[config.mk]
export PLATFORM = sky130hd
export DESIGN_NAME = mouse_packet_tracker_core
export DESIGN_NICKNAME = d
export VERILOG_FILES = /design/src/hdl/mpt_pkg.sv /design/src/hdl/mpt_front.sv /design/src/hdl/mpt_queue.sv /design/src/hdl/mpt_back.sv /design/src/hdl/mouse_packet_tracker_core.sv
export SDC_FILE = /design/constraint.sdc
export NUM_CORES = 1
export LEC_CHECK = 0
export BUFFER_PORTS_ARGS = -buffer_cell sky130_fd_sc_hd__buf_2
export CAP_MARGIN = 20
export CORE_ASPECT_RATIO = 2
export CORE_MARGIN = 1.5
export CORE_UTILIZATION = 30
export DETAILED_ROUTE_END_ITERATION = 10
export PLACE_DENSITY = 0.53
export RECOVER_POWER = 50
export SETUP_SLACK_MARGIN = 0.2
export SYNTH_ARGS = -nofsm -noshare
export SYNTH_HDL_FRONTEND = slang
export SYNTH_SLANG_ARGS = --single-unit
[constraint.sdc]
create_clock -name clk -period 5.5 [get_ports clk]
set_input_delay 0.275 -clock clk [delete_from_list [all_inputs] [get_ports clk]]
set_output_delay 0.275 -clock clk [all_outputs]
set_load 0.05 [all_outputs]
[src/hdl/mpt_pkg.sv]
package mpt_pkg;

  localparam int COORD_BITS_DEF = 16;
  localparam int POS_BITS       = 16;
  localparam int DELTA_BITS     = 9;

  // header bit positions
  localparam int HDR_LEFT   = 0;
  localparam int HDR_RIGHT  = 1;
  localparam int HDR_SYNC   = 3;
  localparam int HDR_XSIGN  = 4;
  localparam int HDR_YSIGN  = 5;

  typedef enum logic {
    OP_BYTE = 1'b0,
    OP_SET  = 1'b1
  } op_t;

  typedef enum logic [2:0] {
    PH_HEAD = 3'b001,
    PH_X    = 3'b010,
    PH_Y    = 3'b100
  } phase_t;

  // one command handed from the front to the back
  typedef struct packed {
    op_t                           kind;
    logic [POS_BITS-1:0]           set_x;
    logic [POS_BITS-1:0]           set_y;
    logic signed [DELTA_BITS-1:0]  dx;
    logic signed [DELTA_BITS-1:0]  dy;
    logic                          left;
    logic                          right;
  } cmd_t;

  typedef struct packed {
    logic valid;
    logic full;
  } q_status_t;

endpackage

[src/hdl/mpt_front.sv]
module mpt_front (
  input  logic              clk,
  input  logic              rst,
  input  logic              in_valid,
  output logic              in_ready,
  input  logic              operation,
  input  logic [7:0]        data_byte,
  input  logic [15:0]       set_x,
  input  logic [15:0]       set_y,
  input  mpt_pkg::q_status_t q_status,
  output logic              q_push,
  output mpt_pkg::cmd_t     q_cmd
);

  mpt_pkg::phase_t phase, phase_next;
  logic [7:0]      header_byte;
  logic [7:0]      x_byte;
  logic            accept;
  logic            is_set;
  logic            x_neg, y_neg;

  assign in_ready = !q_status.full;
  assign accept   = in_valid && in_ready;
  assign is_set   = (mpt_pkg::op_t'(operation) == mpt_pkg::OP_SET);

  assign q_push = accept && (is_set || phase == mpt_pkg::PH_Y);

  // a nonzero byte with its sign bit set means byte - 256
  assign x_neg = (x_byte != 8'd0) && header_byte[mpt_pkg::HDR_XSIGN];
  assign y_neg = (data_byte != 8'd0) && header_byte[mpt_pkg::HDR_YSIGN];

  always_comb begin
    q_cmd       = '0;
    q_cmd.kind  = is_set ? mpt_pkg::OP_SET : mpt_pkg::OP_BYTE;
    q_cmd.set_x = set_x;
    q_cmd.set_y = set_y;
    q_cmd.dx    = {x_neg, x_byte};
    q_cmd.dy    = {y_neg, data_byte};
    q_cmd.left  = header_byte[mpt_pkg::HDR_LEFT];
    q_cmd.right = header_byte[mpt_pkg::HDR_RIGHT];
  end

  always_comb begin
    phase_next = phase;
    unique case (phase)
      mpt_pkg::PH_HEAD: phase_next = data_byte[mpt_pkg::HDR_SYNC] ? mpt_pkg::PH_X
                                                                  : mpt_pkg::PH_HEAD;
      mpt_pkg::PH_X:    phase_next = mpt_pkg::PH_Y;
      mpt_pkg::PH_Y:    phase_next = mpt_pkg::PH_HEAD;
      default:          phase_next = mpt_pkg::PH_HEAD;
    endcase
  end

  always_ff @(posedge clk) begin
    if (rst) begin
      phase       <= mpt_pkg::PH_HEAD;
      header_byte <= 8'd0;
      x_byte      <= 8'd0;
    end else if (accept && !is_set) begin
      phase <= phase_next;
      if (phase == mpt_pkg::PH_X) begin
        x_byte <= data_byte;
      end else if (phase == mpt_pkg::PH_HEAD) begin
        header_byte <= data_byte;
      end
    end
  end

endmodule

[src/hdl/mpt_queue.sv]
module mpt_queue (
  input  logic               clk,
  input  logic               rst,
  input  logic               push,
  input  mpt_pkg::cmd_t      push_cmd,
  input  logic               pop,
  output mpt_pkg::cmd_t      head_cmd,
  output mpt_pkg::q_status_t status
);

  // two entries: enough for one item a cycle while out_ready is high, with a registered back end
  mpt_pkg::cmd_t entry [2];
  logic          wr_ptr, rd_ptr;
  logic [1:0]    count;

  assign status.valid = (count != 2'd0);
  assign status.full  = (count == 2'd2);
  assign head_cmd     = entry[rd_ptr];

  always_ff @(posedge clk) begin
    if (push) begin
      entry[wr_ptr] <= push_cmd;
    end
  end

  always_ff @(posedge clk) begin
    if (rst) begin
      wr_ptr <= 1'b0;
      rd_ptr <= 1'b0;
      count  <= 2'd0;
    end else begin
      if (push) wr_ptr <= !wr_ptr;
      if (pop)  rd_ptr <= !rd_ptr;
      priority if (push && !pop) begin
        count <= count + 2'd1;
      end else if (pop && !push) begin
        count <= count - 2'd1;
      end else begin
        count <= count;
      end
    end
  end

endmodule

[src/hdl/mpt_back.sv]
module mpt_back #(
  parameter int COORD_BITS = mpt_pkg::COORD_BITS_DEF
) (
  input  logic                   clk,
  input  logic                   rst,
  input  mpt_pkg::q_status_t     q_status,
  input  mpt_pkg::cmd_t          q_cmd,
  output logic                   q_pop,
  output logic                   out_valid,
  input  logic                   out_ready,
  output logic [15:0]            pos_x,
  output logic [15:0]            pos_y,
  output logic signed [8:0]      delta_x,
  output logic signed [8:0]      delta_y,
  output logic                   left_pressed,
  output logic                   right_pressed
);

  // signed work width: holds a position, a 16-bit load and a 9-bit delta
  localparam int SW = ((COORD_BITS > mpt_pkg::POS_BITS) ? COORD_BITS
                                                        : mpt_pkg::POS_BITS) + 2;
  localparam logic signed [SW-1:0] MAXW = {{(SW-COORD_BITS){1'b0}}, {COORD_BITS{1'b1}}};

  logic [COORD_BITS-1:0] cursor_x, cursor_y;
  logic [COORD_BITS-1:0] new_x, new_y;
  logic signed [SW-1:0]  ax, ay;
  logic [SW-1:0]         wide_x, wide_y;
  logic                  is_set;

  function automatic logic [COORD_BITS-1:0] clamp(input logic signed [SW-1:0] v);
    logic [COORD_BITS-1:0] r;
    if (v < 0) begin
      r = '0;
    end else if (v > MAXW) begin
      r = '1;
    end else begin
      r = v[COORD_BITS-1:0];
    end
    return r;
  endfunction

  assign is_set = (q_cmd.kind == mpt_pkg::OP_SET);
  // a load never waits on the output register
  assign q_pop  = q_status.valid && (is_set || !out_valid || out_ready);

  always_comb begin
    if (is_set) begin
      ax = $signed(SW'(q_cmd.set_x));
      ay = $signed(SW'(q_cmd.set_y));
    end else begin
      ax = $signed(SW'(cursor_x)) + {{(SW-mpt_pkg::DELTA_BITS){q_cmd.dx[8]}}, q_cmd.dx};
      ay = $signed(SW'(cursor_y)) - {{(SW-mpt_pkg::DELTA_BITS){q_cmd.dy[8]}}, q_cmd.dy};
    end
    new_x  = clamp(ax);
    new_y  = clamp(ay);
    wide_x = SW'(new_x);
    wide_y = SW'(new_y);
  end

  always_ff @(posedge clk) begin
    if (rst) begin
      cursor_x  <= '0;
      cursor_y  <= '0;
      out_valid <= 1'b0;
    end else begin
      if (q_pop && !is_set) begin
        out_valid <= 1'b1;
      end else if (out_ready) begin
        out_valid <= 1'b0;
      end
      if (q_pop) begin
        cursor_x <= new_x;
        cursor_y <= new_y;
      end
    end
  end

  always_ff @(posedge clk) begin
    if (q_pop && !is_set) begin
      pos_x         <= wide_x[15:0];
      pos_y         <= wide_y[15:0];
      delta_x       <= q_cmd.dx;
      delta_y       <= q_cmd.dy;
      left_pressed  <= q_cmd.left;
      right_pressed <= q_cmd.right;
    end
  end

endmodule

[src/hdl/mouse_packet_tracker_core.sv]
// Mouse packet tracker: takes one item per cycle, either a received mouse
// byte or a cursor load. Bytes form three-byte packets (a header needs bit 3
// set); each completed packet moves the cursor, clamped to 0 and to
// 2^COORD_BITS-1, and yields one result with the positions, the signed
// deltas and the left/right buttons. Loads and non-final bytes yield nothing.
// The front end classifies items at one per cycle into a two-entry queue;
// the back end updates the cursor and fills the output register, so a
// completing byte passes through the queue and then the output register
// before out_valid rises, and the full rate of one item per cycle holds
// while out_ready is high.
module mouse_packet_tracker_core #(
  parameter int COORD_BITS = mpt_pkg::COORD_BITS_DEF
) (
  input  logic              clk,
  input  logic              rst,
  input  logic              in_valid,
  output logic              in_ready,
  input  logic              operation,
  input  logic [7:0]        data_byte,
  input  logic [15:0]       set_x,
  input  logic [15:0]       set_y,
  output logic              out_valid,
  input  logic              out_ready,
  output logic [15:0]       pos_x,
  output logic [15:0]       pos_y,
  output logic signed [8:0] delta_x,
  output logic signed [8:0] delta_y,
  output logic              left_pressed,
  output logic              right_pressed
);

  mpt_pkg::q_status_t q_status;
  mpt_pkg::cmd_t      push_cmd, head_cmd;
  logic               q_push, q_pop;

  mpt_front u_front (
    .clk       (clk),
    .rst       (rst),
    .in_valid  (in_valid),
    .in_ready  (in_ready),
    .operation (operation),
    .data_byte (data_byte),
    .set_x     (set_x),
    .set_y     (set_y),
    .q_status  (q_status),
    .q_push    (q_push),
    .q_cmd     (push_cmd)
  );

  mpt_queue u_queue (
    .clk      (clk),
    .rst      (rst),
    .push     (q_push),
    .push_cmd (push_cmd),
    .pop      (q_pop),
    .head_cmd (head_cmd),
    .status   (q_status)
  );

  mpt_back #(
    .COORD_BITS (COORD_BITS)
  ) u_back (
    .clk           (clk),
    .rst           (rst),
    .q_status      (q_status),
    .q_cmd         (head_cmd),
    .q_pop         (q_pop),
    .out_valid     (out_valid),
    .out_ready     (out_ready),
    .pos_x         (pos_x),
    .pos_y         (pos_y),
    .delta_x       (delta_x),
    .delta_y       (delta_y),
    .left_pressed  (left_pressed),
    .right_pressed (right_pressed)
  );

  a_full_blocks_input: assert property (@(posedge clk) disable iff (rst)
    q_status.full |-> !in_ready)
    else $error("input taken while queue full");

  a_load_enqueued: assert property (@(posedge clk) disable iff (rst)
    (in_valid && in_ready && operation) |-> q_push)
    else $error("cursor load not queued");

  a_pop_needs_entry: assert property (@(posedge clk) disable iff (rst)
    q_pop |-> q_status.valid)
    else $error("pop from empty queue");

  a_packet_gives_result: assert property (@(posedge clk) disable iff (rst)
    (q_pop && head_cmd.kind == mpt_pkg::OP_BYTE) |=> out_valid)
    else $error("packet popped without result");

endmodule
# Word level (Yosys, flattened, before mapping)
# Memory sizes are Yosys's and may differ from the RTL's. A register that Yosys moved wholly into a read port is not among the register bits.
# Index checks and enable logic that the tools add are counted.
# Widths: inputs -> output; s select.
[op_classes] n_addsub=4 mul=0 div=0 magnitude_cmp=4 eq_ne=4 n_shift=0 mux=17 n_bitwise=1 n_reduce_logical=27
[ops] cell="$mux 16" count=4
[ops] cell="$gt 18x17->1 const B" count=2
[ops] cell="$lt 18x1->1 const B" count=2
[ops] cell="$mux 18" count=2
[ops] cell="$add 17x9->18" count=1
[ops] cell="$sub 17x9->18" count=1
[ops] cell="$reduce_bool 8->1" count=2
[ops] cell="$logic_and 1x1->1" count=9
[ops] cell="$logic_not 1->1" count=8
[ops] cell="$mux 1" count=7
[ops] cell="$mux 2" count=3
[ops] cell="$pmux 3 s2" count=1
[ops] cell="$reduce_bool 2->1" count=3
[ops] cell="$eq 3x1->1 const B" count=1
[ops] cell="$eq 3x2->1 const B" count=1
[ops] cell="$eq 3x3->1 const B" count=1
[ops] cell="$logic_or 1x1->1" count=3
[ops] cell="$reduce_and 3->1" count=1
[ops] cell="$add 2x1->2 const B" count=1
[ops] cell="$eq 2x2->1 const B" count=1
[ops] cell="$reduce_and 2->1" count=1
[ops] cell="$sub 2x1->2 const B" count=1
[ops] cell="$not 1->1" count=1
[word_totals] register_bits=106 latch_bits=0 ram_bits=106 mem_bits_ro=0 in_bits=45 out_inout_bits=54 mem_count=1
[mem_list] name="u_queue.entry" words=2 word_bits=53 rd=1 rd_clocked_by_memory_dff=1 write_ports=1 line="mpt_queue.sv:12" text="mpt_pkg::cmd_t entry [2];"

# Longest topological paths before layout
# Gate-level depths: netlist of run 1.
[depth] ltp_word=8 mapped_depth=17 mapped_depth_nobuf=12

# Hierarchy
# Synthesis of run 1 repeated with hierarchy kept, for this count alone.
[unflattened] cells_unflattened=820 hier_area_um2=10110.9
[modules_own_cells] module="mpt_back" instances=1 cells_per_inst=517 area_each_um2=5009.8 seq_area_each_um2=2222.1
[modules_own_cells] module="mpt_queue" instances=1 cells_per_inst=187 area_each_um2=4051.4 seq_area_each_um2=3283.1
[modules_own_cells] module="mpt_front" instances=1 cells_per_inst=116 area_each_um2=1049.8 seq_area_each_um2=300.3

# Worst setup path after synthesis of run 1
# OpenSTA, ideal clock, no wires.
[synth_path] kind="register to register" start="register (tool-made name)" end="register u_back.pos_y[12] (data pin)" setup_time_ns=0.255 arrival_ns=4.175 t_required_ns=5.245 slack_ns=1.070 stages_incl_launch_ff=18 path_buffers=6 synth_period_minus_slack_ns=4.430 path_cell_list="dfxtp_1 clkbuf_2 clkbuf_1 buf_1 buf_2 buf_2 mux2_2 ha_1 inv_1 fa_1 a21o_1 a221oi_2 o31ai_2 o31ai_4 mux2i_2 buf_2 nand3_1 and3b_1"
[synth_rtl] element="end signal: assignment" line="mpt_back.sv:81" text="pos_y <= wide_y[15:0];"
[synth_rtl] element="end: declaration" line="mpt_back.sv:12" text="output logic [15:0] pos_y,"

==> impl_results.md, run 1 <==
* Post-synth net total at 876
* Final HPWL DP at 18,420 um
* Final ANT Viol Nets at 0
* Clk_lat worst skew at 510 ps
* IO Pins at 99
* Area of the multi-input gates at 3789 um2
* CP Depth at 12
* DIE HEIGHT at 258.9 um
* Width of the die at 130.9 um
* P_leak at 4.154 nW
* Final-layout fill cell count at 3,190
* Core ar. at 32,230 um2
* Clock-pin slew on the worst setup and hold paths at 70 ps
* YS warnings at 0
* Critical Path, Cell by Cell: mux2i_1 -> clkbuf_1 -> ha_1 -> a211oi_1 -> o21ai_0 -> o211ai_1 -> nand3_1 -> a211oi_2 -> nor3_2 -> buf_4 -> nor3_2 -> a32o_1
* Post-synthesis cell area at 9821 um2
* Power Total at 0.006674 W
* Worst Tran Pin Value at 3266 ps
* Crit path largest cell delay at 830 ps
* Most common cell in the netlist: edfxtp_1
* Initial drt markers at 341
* Outcome: complete, but fails checks
* Fin crit share at 82.28%
* Via density at 4.915
* TritonCTS clock tree: built
* Post-CTS resize count at 0
* Setup-failing EPs final at 0
* Maximum vdd drop at 0.1980 mV
* Largest net degree at the start of global routing at 54
* Fin nets at 1,007
* Die area at 33,900 um2
* ANT cells at 0
* Reg2reg end: u_back.cursor_y[5]$_SDFFE_PP0P_
* Seq/Total Area, Yosys at 59.12%
* Hold_ws at 116.6 ps
* Critical path required time at 5960 ps
* TritonRoute pass-1 iters at 5
* Flops & latches, synth at 211
* CP bufs+invs at 2
* FMAX at 221.0 MHz
* Critical-path top delay cell: nor3_2
* Critical Path End Type: flop
* Via count at 6,709
* Final WL at 26,190 um
* Cell taking the most area after synthesis: edfxtp_1
* EDFF count, synth at 158
* Async SR Flop Fraction at 0%
* DRC Markers at 0
* Crit path launch type: flop
* Initial antenna violation count at 0
* Synth-to-Final Area Change at 19.07%
* Placer Congestion at 0.8513
* Clock Skews at 8.656 ps
* Ys flop type: edfxtp_1
* PortBufs at 98
* Max-slew violation count at 75
* Critical Path Sink: u_back.cursor_y[5]$_SDFFE_PP0P_
* Delay-heaviest family, CP: compound AO/OA/AOI/OAI gates
* Syn Inst Count at 793
* Final min period at 4525 ps
* Share of cells above drive strength 1 at 10.66%
* Pwr/cell area at 570.7 nW/um2
* Critical Path Fanout Max at 38
* Vias in the first global route at 6,917
* TritonCTS buffer count at 21
* Failing checks: capacitance limit, slew limit
* Critical path class: flop to flop
* Final hold violation count at 0
* Reg area at 5809 um2
* Root buffer cell: clkbuf_16
* Relative slew slack at -117.7%
* Clock Tree Buf Depth at 3
* Synth cell types at 74
* TNS Setup at 0 ps
* Cells taking the most area after synthesis: edfxtp_1, dfxtp_1, ha_1
* RSZ-0062 raised after global routing: false
* Clk sinks at 211
* Hold crit path type: input port to flop
* First-pass GRT wire length at 39,900 um
* Max-Cap Viols at 2
* Setup slack at placement at 984.7 ps
* Gr ovfl total at 0
* Syn Area/Cell at 12.38 um2
* Starting Density at 30.47%
* CP arrival at 4980 ps
* Commonest cells post-synth: edfxtp_1, nor2_1, dfxtp_1
* Final WS setup at 974.6 ps
* Routed len/inst at 19.19 um
* Gr usage total at 15.67%
* R2r worst-path depth at 12
* Most used cell, CP: nor3_2
* H-Tree Depth at 1
* Reg-to-reg slack, setup at 970 ps
* Post-synth top area share at 48.31%
* Rows at 93
[power breakdown]
part           internal (W)  total, W  switching [W]
Combinational      0.000968   0.00293        0.00196
Clock              0.000760   0.00141       0.000654
Sequential          0.00213   0.00233       0.000195
Total               0.00386   0.00667        0.00281
[worst register-to-register path, cell delays in order (launching register included)]
cell and delay (ps):
dfxtp_4 720, mux2i_1 270, clkbuf_1 560, ha_1 450
a211oi_1 240, o21ai_0 120, o211ai_1 110, nand3_1 190
a211oi_2 380, nor3_2 80, buf_4 250, nor3_2 830
a32o_1 290
[registers in the layout (all words and copies together), names as in the netlist, 4 cells and up, named ones only]
| signal | count |
|---|---|
| u_back.delta_y | 9 |
| u_back.cursor_y | 16 |
| u_front.x_byte | 8 |
| u_queue.entry | 106 |
| u_back.pos_x | 16 |
| u_back.pos_y | 16 |
| u_back.delta_x | 9 |
| u_back.cursor_x | 16 |
| u_front.header_byte | 4 |
[cells in the final DEF (no fill, tap or decap), types with 14 or more instances in the layout]
cell	Yosys	final
nor3_1	14	14
a21oi_1	42	42
edfxtp_1	158	158
nand2_1	51	51
a31oi_1	16	16
a211oi_1	20	20
o21ai_0	18	18
ha_1	36	36
clkbuf_16	0	21
clkbuf_1	22	90
dlygate4sd3_1	0	33
xnor2_1	15	15
nand3_1	16	16
mux2i_1	37	36
dfxtp_1	53	52
nor2b_1	23	23
inv_1	23	23
nor2_1	57	55
[what timing repair did]
item                      4_1_cts  5_1_grt
hold buffers                   33        0
hold endpoints to repair       66        0
setup buffers                   0        0
[area by class of cell]
type | instances | area share, %
Sequential cell | 211 | 49.68
Timing Repair Buffer | 144 | 6.912
Inverter | 24 | 0.7704
Clock buffer | 21 | 4.494
Clock inverter | 16 | 1.177
Multi-Input combinational cell | 522 | 32.40
Tap cell | 427 | 4.569
[per-layer routing]
layer,GRT usage [%],share of wire (%),up-vias
li1,-,-,3259
met1,16.78,38,3280
met2,30.06,55,128
met3,1.775,3.3,42
met4,6.807,3.7,0
met5,0,0,-
[logic make-up after synthesis]
| group | synth area share, % |
|---|---|
| AO/OA/AOI/OAI | 14.58 |
| multiplexers | 5.517 |
| buffers and inverters | 2.586 |
| XOR/XNOR | 2.497 |
| AND/OR/NAND/NOR | 10.71 |
| adder cells (fa/ha/maj) | 4.994 |
| flip-flops | 59.12 |
[worst min path at each step]
stage	cells past startpoint	slack [ps]	startpoint	to
2_1_floorplan	0	370	set_y[0]	u_queue.entry[0][20]$_DFFE_PP_
3_3_place_gp	2	440	u_back.cursor_y[0]$_SDFFE_PP0P_	u_back.cursor_y[0]$_SDFFE_PP0P_
5_1_grt	1	90	data_byte[7]	u_queue.entry[0][9]$_DFFE_PP_
4_1_cts	1	4	data_byte[7]	u_queue.entry[0][9]$_DFFE_PP_
3_5_place_dp	2	450	u_front.header_byte[4]$_SDFFE_PP0P_	u_front.header_byte[4]$_SDFFE_PP0P_
6_report	1	120	data_byte[7]	u_queue.entry[1][9]$_DFFE_PP_
[stage by stage]
stage               util [%]  std cells  area (um2)
global placement       33.54       1294       10810
floorplan                  -        793        9821
detailed placement     33.59       1295       10830
CTS                    36.67       1365       11820
global route           36.28       1365       11690
finish                 36.28       1365       11690
Power figures use the tool's default switching activity.
==> inputs of run 2 (changes only) <==
--- a/config.mk
+++ b/config.mk
@@ -11,7 +11,7 @@
 export CORE_MARGIN = 1.5
 export CORE_UTILIZATION = 30
 export DETAILED_ROUTE_END_ITERATION = 10
-export PLACE_DENSITY = 0.53
+export PLACE_DENSITY = 0.55
 export RECOVER_POWER = 50
 export SETUP_SLACK_MARGIN = 0.2
 export SYNTH_ARGS = -nofsm -noshare
==> constraint.sdc (replaced) <==
create_clock -name clk -period 3.8 [get_ports clk]
set_input_delay 0.19 -clock clk [delete_from_list [all_inputs] [get_ports clk]]
set_output_delay 0.19 -clock clk [all_outputs]
set_load 0.05 [all_outputs]
==> impl_results.md, run 2 (synthesis gave the netlist of run 1 again) <==
* Final HPWL DP at 18,390 um (-0.16%)
* P_leak at 4.363 nW (+5.0%)
* Worst Hold Endpoint: u_back.out_valid$_SDFFE_PP0P_
* Placer Congestion at 0.8230 (-3.3%)
* Hold crit path type: input port to flop
* Fin nets at 1,042 (+3.5%)
* Reg2reg end: u_back.pos_y[11]$_DFFE_PP_
* Root buffer cell: clkbuf_16
* Gr ovfl total at 0 (unchanged)
* Power Total at 0.009889 W (+48%)
* Area of the multi-input gates at 3953 um2 (+4.3%)
* ANT cells at 0 (unchanged)
* Pwr/cell area at 812.8 nW/um2 (+42%)
* Vias in the first global route at 7,243 (+4.7%)
* Net Sw Power at 0.004090 W (+45%)
* Top Usage Layer GRT: met2
* TritonCTS buffer count at 20 (-4.8%)
* Max-slew violation count at 20 (-73%)
* Via count at 6,878 (+2.5%)
* Commonest non-fill, non-tap cells in the layout: edfxtp_1, clkbuf_1, nor2_1, dfxtp_1, nand2_1
* Final WL at 25,500 um (-2.7%)
* Reg area at 5809 um2 (unchanged)
* R2r worst-path depth at 13 (+1)
* Critical Path Fanout Max at 29 (-24%)
* Outcome: complete, but fails checks
* Failing checks: capacitance limit, slew limit
* PortBufs at 98 (unchanged)
* Critical path class: flop to flop
* Gr usage total at 15.31% (-0.36 points)
* DIE HEIGHT at 258.9 um (unchanged)
* Die area at 33,900 um2 (unchanged)
* Comb pwr share at 47.0% (+3.1 points)
* Largest reg by FF count: u_queue.entry
* Final min period at 3490 ps (-1036 ps)
* First-pass GRT wire length at 39,630 um (-0.67%)
* Core ar. at 32,230 um2 (unchanged)
* Final ANT Viol Nets at 0 (unchanged)
* Switching portion of total power at 41.35% (-0.81 points)
* Clock Skews at 9.522 ps (+0.8656 ps)
* Initial drt markers at 243 (-29%)
* Critical Path End Type: flop
* CP arrival at 3730 ps (-1250 ps)
* Clk sinks at 211 (unchanged)
* Clock Tree Buf Depth at 3 (unchanged)
* Met1 usage in global routing at 16.56% (-0.22 points)
* Largest net degree at the start of global routing at 47 (-13%)
* Relative slew slack at -21.23% (+97 points)
* Met2 Use GR at 29.34% (-0.72 points)
* Commonest non-fill, non-tap cell in the layout: edfxtp_1
* Clock-pin slew on the worst setup and hold paths at 70 ps (about the same)
* Reg-to-reg slack, setup at 310 ps (-660 ps)
* Final hold violation count at 0 (unchanged)
* HP Start: out_ready
* Met3 usage at 1.693% (-0.083 points)
* Initial antenna violation count at 0 (unchanged)
* FMAX at 286.6 MHz (+30%)
* Number of flip-flops in the largest register at 106 (unchanged)
* Hold Crit Depth at 4 (+3)
* Critical path required time at 4040 ps (-1920 ps)
* Crit path launch type: flop
* Clock share of power at 19.5% (-1.7 points)
* Synth-to-Final Area Change at 23.89%
* TritonCTS clock tree: built
* Share of cells above drive strength 1 at 14.29% (+3.6 points)
* Via density at 4.913 (about the same)
* Maximum vdd drop at 0.3056 mV (+54%)
* IO Pins at 99 (unchanged)
* Internal power at 0.005800 W (+50%)
* Fin crit share at 91.83% (+9.6 points)
* Clk_lat worst skew at 510 ps (about the same)
* H-Tree Depth at 1 (unchanged)
* Setup-failing EPs final at 0 (unchanged)
* RSZ-0062 raised after global routing: true
* Width of the die at 130.9 um (unchanged)
* Hold_ws at 73.98 ps (-42.59 ps)
* Rows at 93 (unchanged)
* Final-layout fill cell count at 3,192 (+0.063%)
* DRC Markers at 0 (unchanged)
* Max-Cap Viols at 1 (-1)
* Routed len/inst at 18.21 um (-5.1%)
* Reg power frac at 33.5% (-1.4 points)
* Worst Tran Pin Value at 1812 ps (-1454 ps)
* Fin util at 37.75% (+1.5 points)
* TritonRoute pass-1 iters at 6 (+1)
* Starting Density at 30.47% (unchanged)
[run 2: final cells by class]
class / count / area share (%)
clock buffer: 27 / 4.669
clock inverter: 9 / 0.4731
inverter: 24 / 0.8536
multi-input combinational: 523 / 32.49
sequential: 211 / 47.75
tap: 427 / 4.391
timing repair buffer: 179 / 9.379
[run 2: repair_timing]
action / 4_1_cts / 5_1_grt
setup buffers: 1 / 7
hold buffers: 40 / 0
gates resized for setup: 6 / 13
gates cloned: 0 / 1
pin swaps: 0 / 4
endpoints found under the hold margin: 83 / 0
setup endpoints to repair: 35 / 47
[run 2: critical path, cell delays in order (launching register included)]
cell and delay, ps:
dfxtp_4 390, buf_12 220, mux2_4 210, ha_4 120
inv_2 30, fa_2 370, a21o_1 210, a221oi_4 320
o31ai_4 150, o31ai_4 310, mux2i_2 350, buf_12 190
nand2b_2 200, a31oi_1 130
[run 2: power groups by stage]
| stage | sequential (W) | clock (W) | combinational (W) |
|---|---|---|---|
| finish | 0.00331 | 0.00193 | 0.00465 |
| global route | 0.00336 | 0.00207 | 0.00509 |
| floorplan | 0.00396 | 0 | 0.00270 |
| detailed placement | 0.00335 | 0 | 0.00455 |
| global placement | 0.00336 | 0 | 0.00452 |
| CTS | 0.00331 | 0.00198 | 0.00463 |
[run 2: worst max path at each step]
stage / start / to / slack (ps) / depth (start not counted)
6_report: flop / u_back.pos_y[11]$_DFFE_PP_ / 310 / 13
5_1_grt: flop / u_back.pos_y[11]$_DFFE_PP_ / 140 / 13
4_1_cts: flop / u_back.pos_y[7]$_DFFE_PP_ / 210 / 12
3_5_place_dp: flop / u_back.pos_x[7]$_DFFE_PP_ / -2 / 10
3_3_place_gp: flop / u_back.pos_x[7]$_DFFE_PP_ / 60 / 10
2_1_floorplan: u_queue.count[0]$_SDFFE_PP0P_ / u_queue.entry[0][0]$_DFFE_PP_ / -220 / 4
[run 2: through the flow]
| step | setup slack (ps) | cells | setup TNS (ps) | area, um2 |
|---|---|---|---|---|
| floorplan | -215.2 | 793 | -22810 | 9942 |
| CTS | 206.9 | 1392 | 0 | 12150 |
| detailed placement | -1.589 | 1315 | -1.589 | 11090 |
| global route | 144.9 | 1400 | 0 | 12170 |
| global placement | 61.20 | 1315 | 0 | 11090 |
| finish | 310.4 | 1400 | 0 | 12170 |
[run 2: routing by layer]
layer / share of wire [%] / vias up
met5: 0 / -
met4: 3.9 / 0
met3: 3.1 / 53
met2: 55 / 122
met1: 38 / 3369
li1: - / 3334
==> inputs of run 3 (changes only) <==
--- a/config.mk
+++ b/config.mk
@@ -5,6 +5,7 @@
 export SDC_FILE = /design/constraint.sdc
 export NUM_CORES = 1
 export LEC_CHECK = 0
+export ABC_CLOCK_PERIOD_IN_PS = 3800
 export BUFFER_PORTS_ARGS = -buffer_cell sky130_fd_sc_hd__buf_2
 export CAP_MARGIN = 20
 export CORE_ASPECT_RATIO = 2
@@ -16,4 +17,5 @@
 export SETUP_SLACK_MARGIN = 0.2
 export SYNTH_ARGS = -nofsm -noshare
 export SYNTH_HDL_FRONTEND = slang
+export SYNTH_HIERARCHICAL = 1
 export SYNTH_SLANG_ARGS = --single-unit
==> impl_results.md, run 3 <==
* RSZ-0062 raised after global routing: true
* H-Tree Depth at 1 (unchanged)
* Clock-pin slew on the worst setup and hold paths at 60 ps (about the same)
* Critical path required time at 4050 ps (about the same)
* Gr ovfl total at 0 (unchanged)
* Post-synth top area share at 46.92% (-1.4 points)
* TritonCTS clock tree: built
* YS warnings at 6 (+6)
* Relative slew slack at -15.13% (+6.1 points)
* Final hold violation count at 0 (unchanged)
* Worst Tran Pin Value at 1727 ps (-84.78 ps)
* Width of the die at 132.8 um (+1.4%)
* DIE HEIGHT at 262.6 um (+1.5%)
* Gr usage total at 14.68% (-0.63 points)
* Most common cell in the netlist: edfxtp_1
* Commonest non-fill, non-tap cell in the layout: edfxtp_1
* Reg-to-reg slack, setup at 270 ps (-50 ps)
* Synth-to-Final Area Change at 18.24%
* Clk_lat worst skew at 520 ps (about the same)
* IO Pins at 99 (unchanged)
* Clock Tree Buf Depth at 3 (unchanged)
* Final cell count without fillers at 1,388 (-0.86%)
* TritonCTS buffer count at 21 (+5.0%)
* Placer Congestion at 0.8542 (+3.8%)
* EDFF count, synth at 158 (unchanged)
* Crit path launch type: flop
* Failing checks: capacitance limit, slew limit
* Critical Path End Type: flop
* Outcome: complete, but fails checks
* R2r worst-path depth at 14 (+1)
* Syn Area/Cell at 12.33 um2 (-0.43%)
* Seq/Total Area, Yosys at 57.42% (-1.7 points)
* P_leak at 4.311 nW (-1.2%)
* Final instance area at 11,960 um2 (-1.7%)
* Critical Path Sink: u_back/pos_x[9]$_DFFE_PP_
* Clk sinks at 211 (unchanged)
* Syn Inst Count at 820 (+3.4%)
* TritonRoute pass-1 iters at 6 (unchanged)
* Final WL at 25,460 um (-0.14%)
* Cells taking the most area after synthesis: edfxtp_1, dfxtp_1, mux2_2
* Cell taking the most area after synthesis: edfxtp_1
* Final min period at 3535 ps (+45.32 ps)
* Most used cell, CP: a211o_1
* Flops & latches, synth at 211 (unchanged)
* First-pass GRT wire length at 39,210 um (-1.1%)
* Commonest non-fill, non-tap cells in the layout: edfxtp_1, clkbuf_1, nor2_1, nand2_1, dfxtp_1
* Die area at 34,880 um2 (+2.9%)
* Routed len/inst at 18.34 um (+0.73%)
* Max-Cap Viols at 1 (unchanged)
* Starting Density at 30.27% (-0.20 points)
* Routed met2 length at 15,030 um (+6.5%)
* Reg2reg end: u_back/pos_x[9]$_DFFE_PP_
* Largest reg by FF count: u_queue/entry
* Ys flop type: edfxtp_1
* Final HPWL DP at 18,390 um (about the same)
* Critical Path, Cell by Cell: buf_8 -> mux2_1 -> ha_1 -> inv_1 -> fa_1 -> nor2b_1 -> o31ai_2 -> a211o_1 -> a21oi_2 -> a211o_1 -> a21o_1 -> buf_4 -> o22ai_1 -> nor2_1
* Commonest cells post-synth: edfxtp_1, nor2_1, mux2_2
* Setup-failing EPs final at 0 (unchanged)
* TNS Setup at 0 ps (unchanged)
* Critical-path top delay cell: dfxtp_4
* Crit path largest cell delay at 440 ps (+50 ps)
* Share of cells above drive strength 1 at 15.86% (+1.6 points)
* FMAX at 282.9 MHz (-1.3%)
* Initial drt markers at 421 (+73%)
* Dpl cell area at 10,850 um2 (-2.2%)
* Root buffer cell: clkbuf_16
* Vias in the first global route at 7,064 (-2.5%)
* PortBufs at 98 (unchanged)
* Number of flip-flops in the largest register at 106 (unchanged)
* Max-slew violation count at 25 (+25%)
* Clock Skews at 13.17 ps (+3.650 ps)
* Async SR Flop Fraction at 0% (unchanged)
* DRC Markers at 0 (unchanged)
* Fin crit share at 93.02% (+1.2 points)
* Initial antenna violation count at 0 (unchanged)
* Post-synth net total at 902 (+3.0%)
* Via density at 4.732 (-3.7%)
* Maximum vdd drop at 0.3223 mV (+5.5%)
* ANT cells at 0 (unchanged)
* Rows at 95 (+2.2%)
* DRT met1 WL at 8787 um (-8.3%)
* HP Start: out_ready
* Core ar. at 33,400 um2 (+3.6%)
* Max Used Layer: met4
* Placed cell count at 1,307 (-0.61%)
* Fin nets at 1,019 (-2.2%)
* Via count at 6,568 (-4.5%)
* Synth cell types at 74 (unchanged)
* Final-layout fill cell count at 3,313 (+3.8%)
* Critical Path Fanout Max at 14 (-52%)
* Final ANT Viol Nets at 0 (unchanged)
* Largest net degree at the start of global routing at 49 (+4.3%)
* Post-synthesis cell area at 10,110 um2 (+3.0%)
* CP arrival at 3780 ps (+50 ps)
* Critical path class: flop to flop
* Met3 wire len at 680 um (-15%)
* Hold crit path type: input port to flop
* Pwr/cell area at 867.0 nW/um2 (+6.7%)
==> run 3: changes by cell type after synthesis, moves of 9 or more <==
cell,before,now
buf_4,1,47
mux2_2,14,54
mux2i_1,37,13
nand2b_1,5,29
nor2b_1,23,4
a211oi_1,20,4
a31oi_1,16,3
nand3_1,16,5
nor2_1,57,68
o21ai_1,6,17
o22ai_1,3,14
a21oi_1,42,32
buf_6,2,11
==> run 3: cells by family after synthesis <==
logic type                 count (synthesis)  synth area share (%)
xor gates and xnor gates                  27                 2.339
muxes                                     68                 7.437
AOI/OAI and AO/OA                        172                 12.02
adders and majority gates                 37                 4.727
buffers and inverters                    103                 6.422
DFF                                      211                 57.42
and+or+nand+nor                          202                 9.640
==> run 3: repair_timing <==
| action | CTS | global route |
|---|---|---|
| buffers inserted | 0 | 2 |
| gates resized for setup | 4 | 12 |
| endpoints found under the hold margin | 87 | 0 |
| setup endpoints to repair | 26 | 54 |
| hold buffers | 41 | 0 |
| pin swaps | 0 | 5 |
==> run 3: area by class of cell <==
cell class | instances | area [um2] | share of cell area (%)
flip-flops and latches | 211 | 5809 | 48.59
multi-input cells | 506 | 3707 | 31.01
repair buffers | 170 | 1042 | 8.718
clock buffers | 27 | 558.0 | 4.668
well taps | 436 | 545.5 | 4.563
clock inverters | 11 | 191.4 | 1.601
inverters | 27 | 101.3 | 0.8477
==> run 3: worst min path at each step <==
| stage | end | depth (start not counted) | slack [ps] |
|---|---|---|---|
| 3_3_place_gp | u_queue/entry[0][46]$_DFFE_PP_ | 1 | 380 |
| 4_1_cts | u_back/out_valid$_SDFFE_PP0P_ | 3 | 70 |
| 5_1_grt | u_back/out_valid$_SDFFE_PP0P_ | 3 | 90 |
| 6_report | u_back/out_valid$_SDFFE_PP0P_ | 3 | 80 |
| 3_5_place_dp | u_queue/entry[0][44]$_DFFE_PP_ | 1 | 380 |
| 2_1_floorplan | u_queue/count[1]$_SDFFE_PP0P_ | 1 | 260 |
==> run 3: per-stage QoR <==
step	hold WS, ps	util, %	setup WS [ps]	total power (W)
2_1_floorplan	259.1	-	433.8	0.006861
3_3_place_gp	379.4	32.47	123.4	0.008082
3_5_place_dp	383.7	32.47	92.85	0.008101
4_1_cts	65.70	35.99	229.1	0.01048
5_1_grt	91.10	35.79	81.25	0.01099
6_report	82.24	35.79	265.1	0.01037
==> run 3: critical path, delay by kind of cell (launching register included) <==
family | cells | cell delay [ps]
compound gates | 6 | 1370
flops | 1 | 440
simple gates | 2 | 140
mux | 1 | 370
buf+inv | 3 | 470
fa+ha+maj | 2 | 470
==> run 3: per-layer routing <==
layer / GRT usage [%] / up-vias
met2: 30.73 / 121
met1: 13.71 / 3203
met4: 6.326 / 0
li1: - / 3194
met5: 0 / -
met3: 1.640 / 50
==> run 3: power by group <==
part           switching, W  internal [W]
logic               0.00307       0.00169
clock network      0.000891       0.00139
registers          0.000235       0.00310
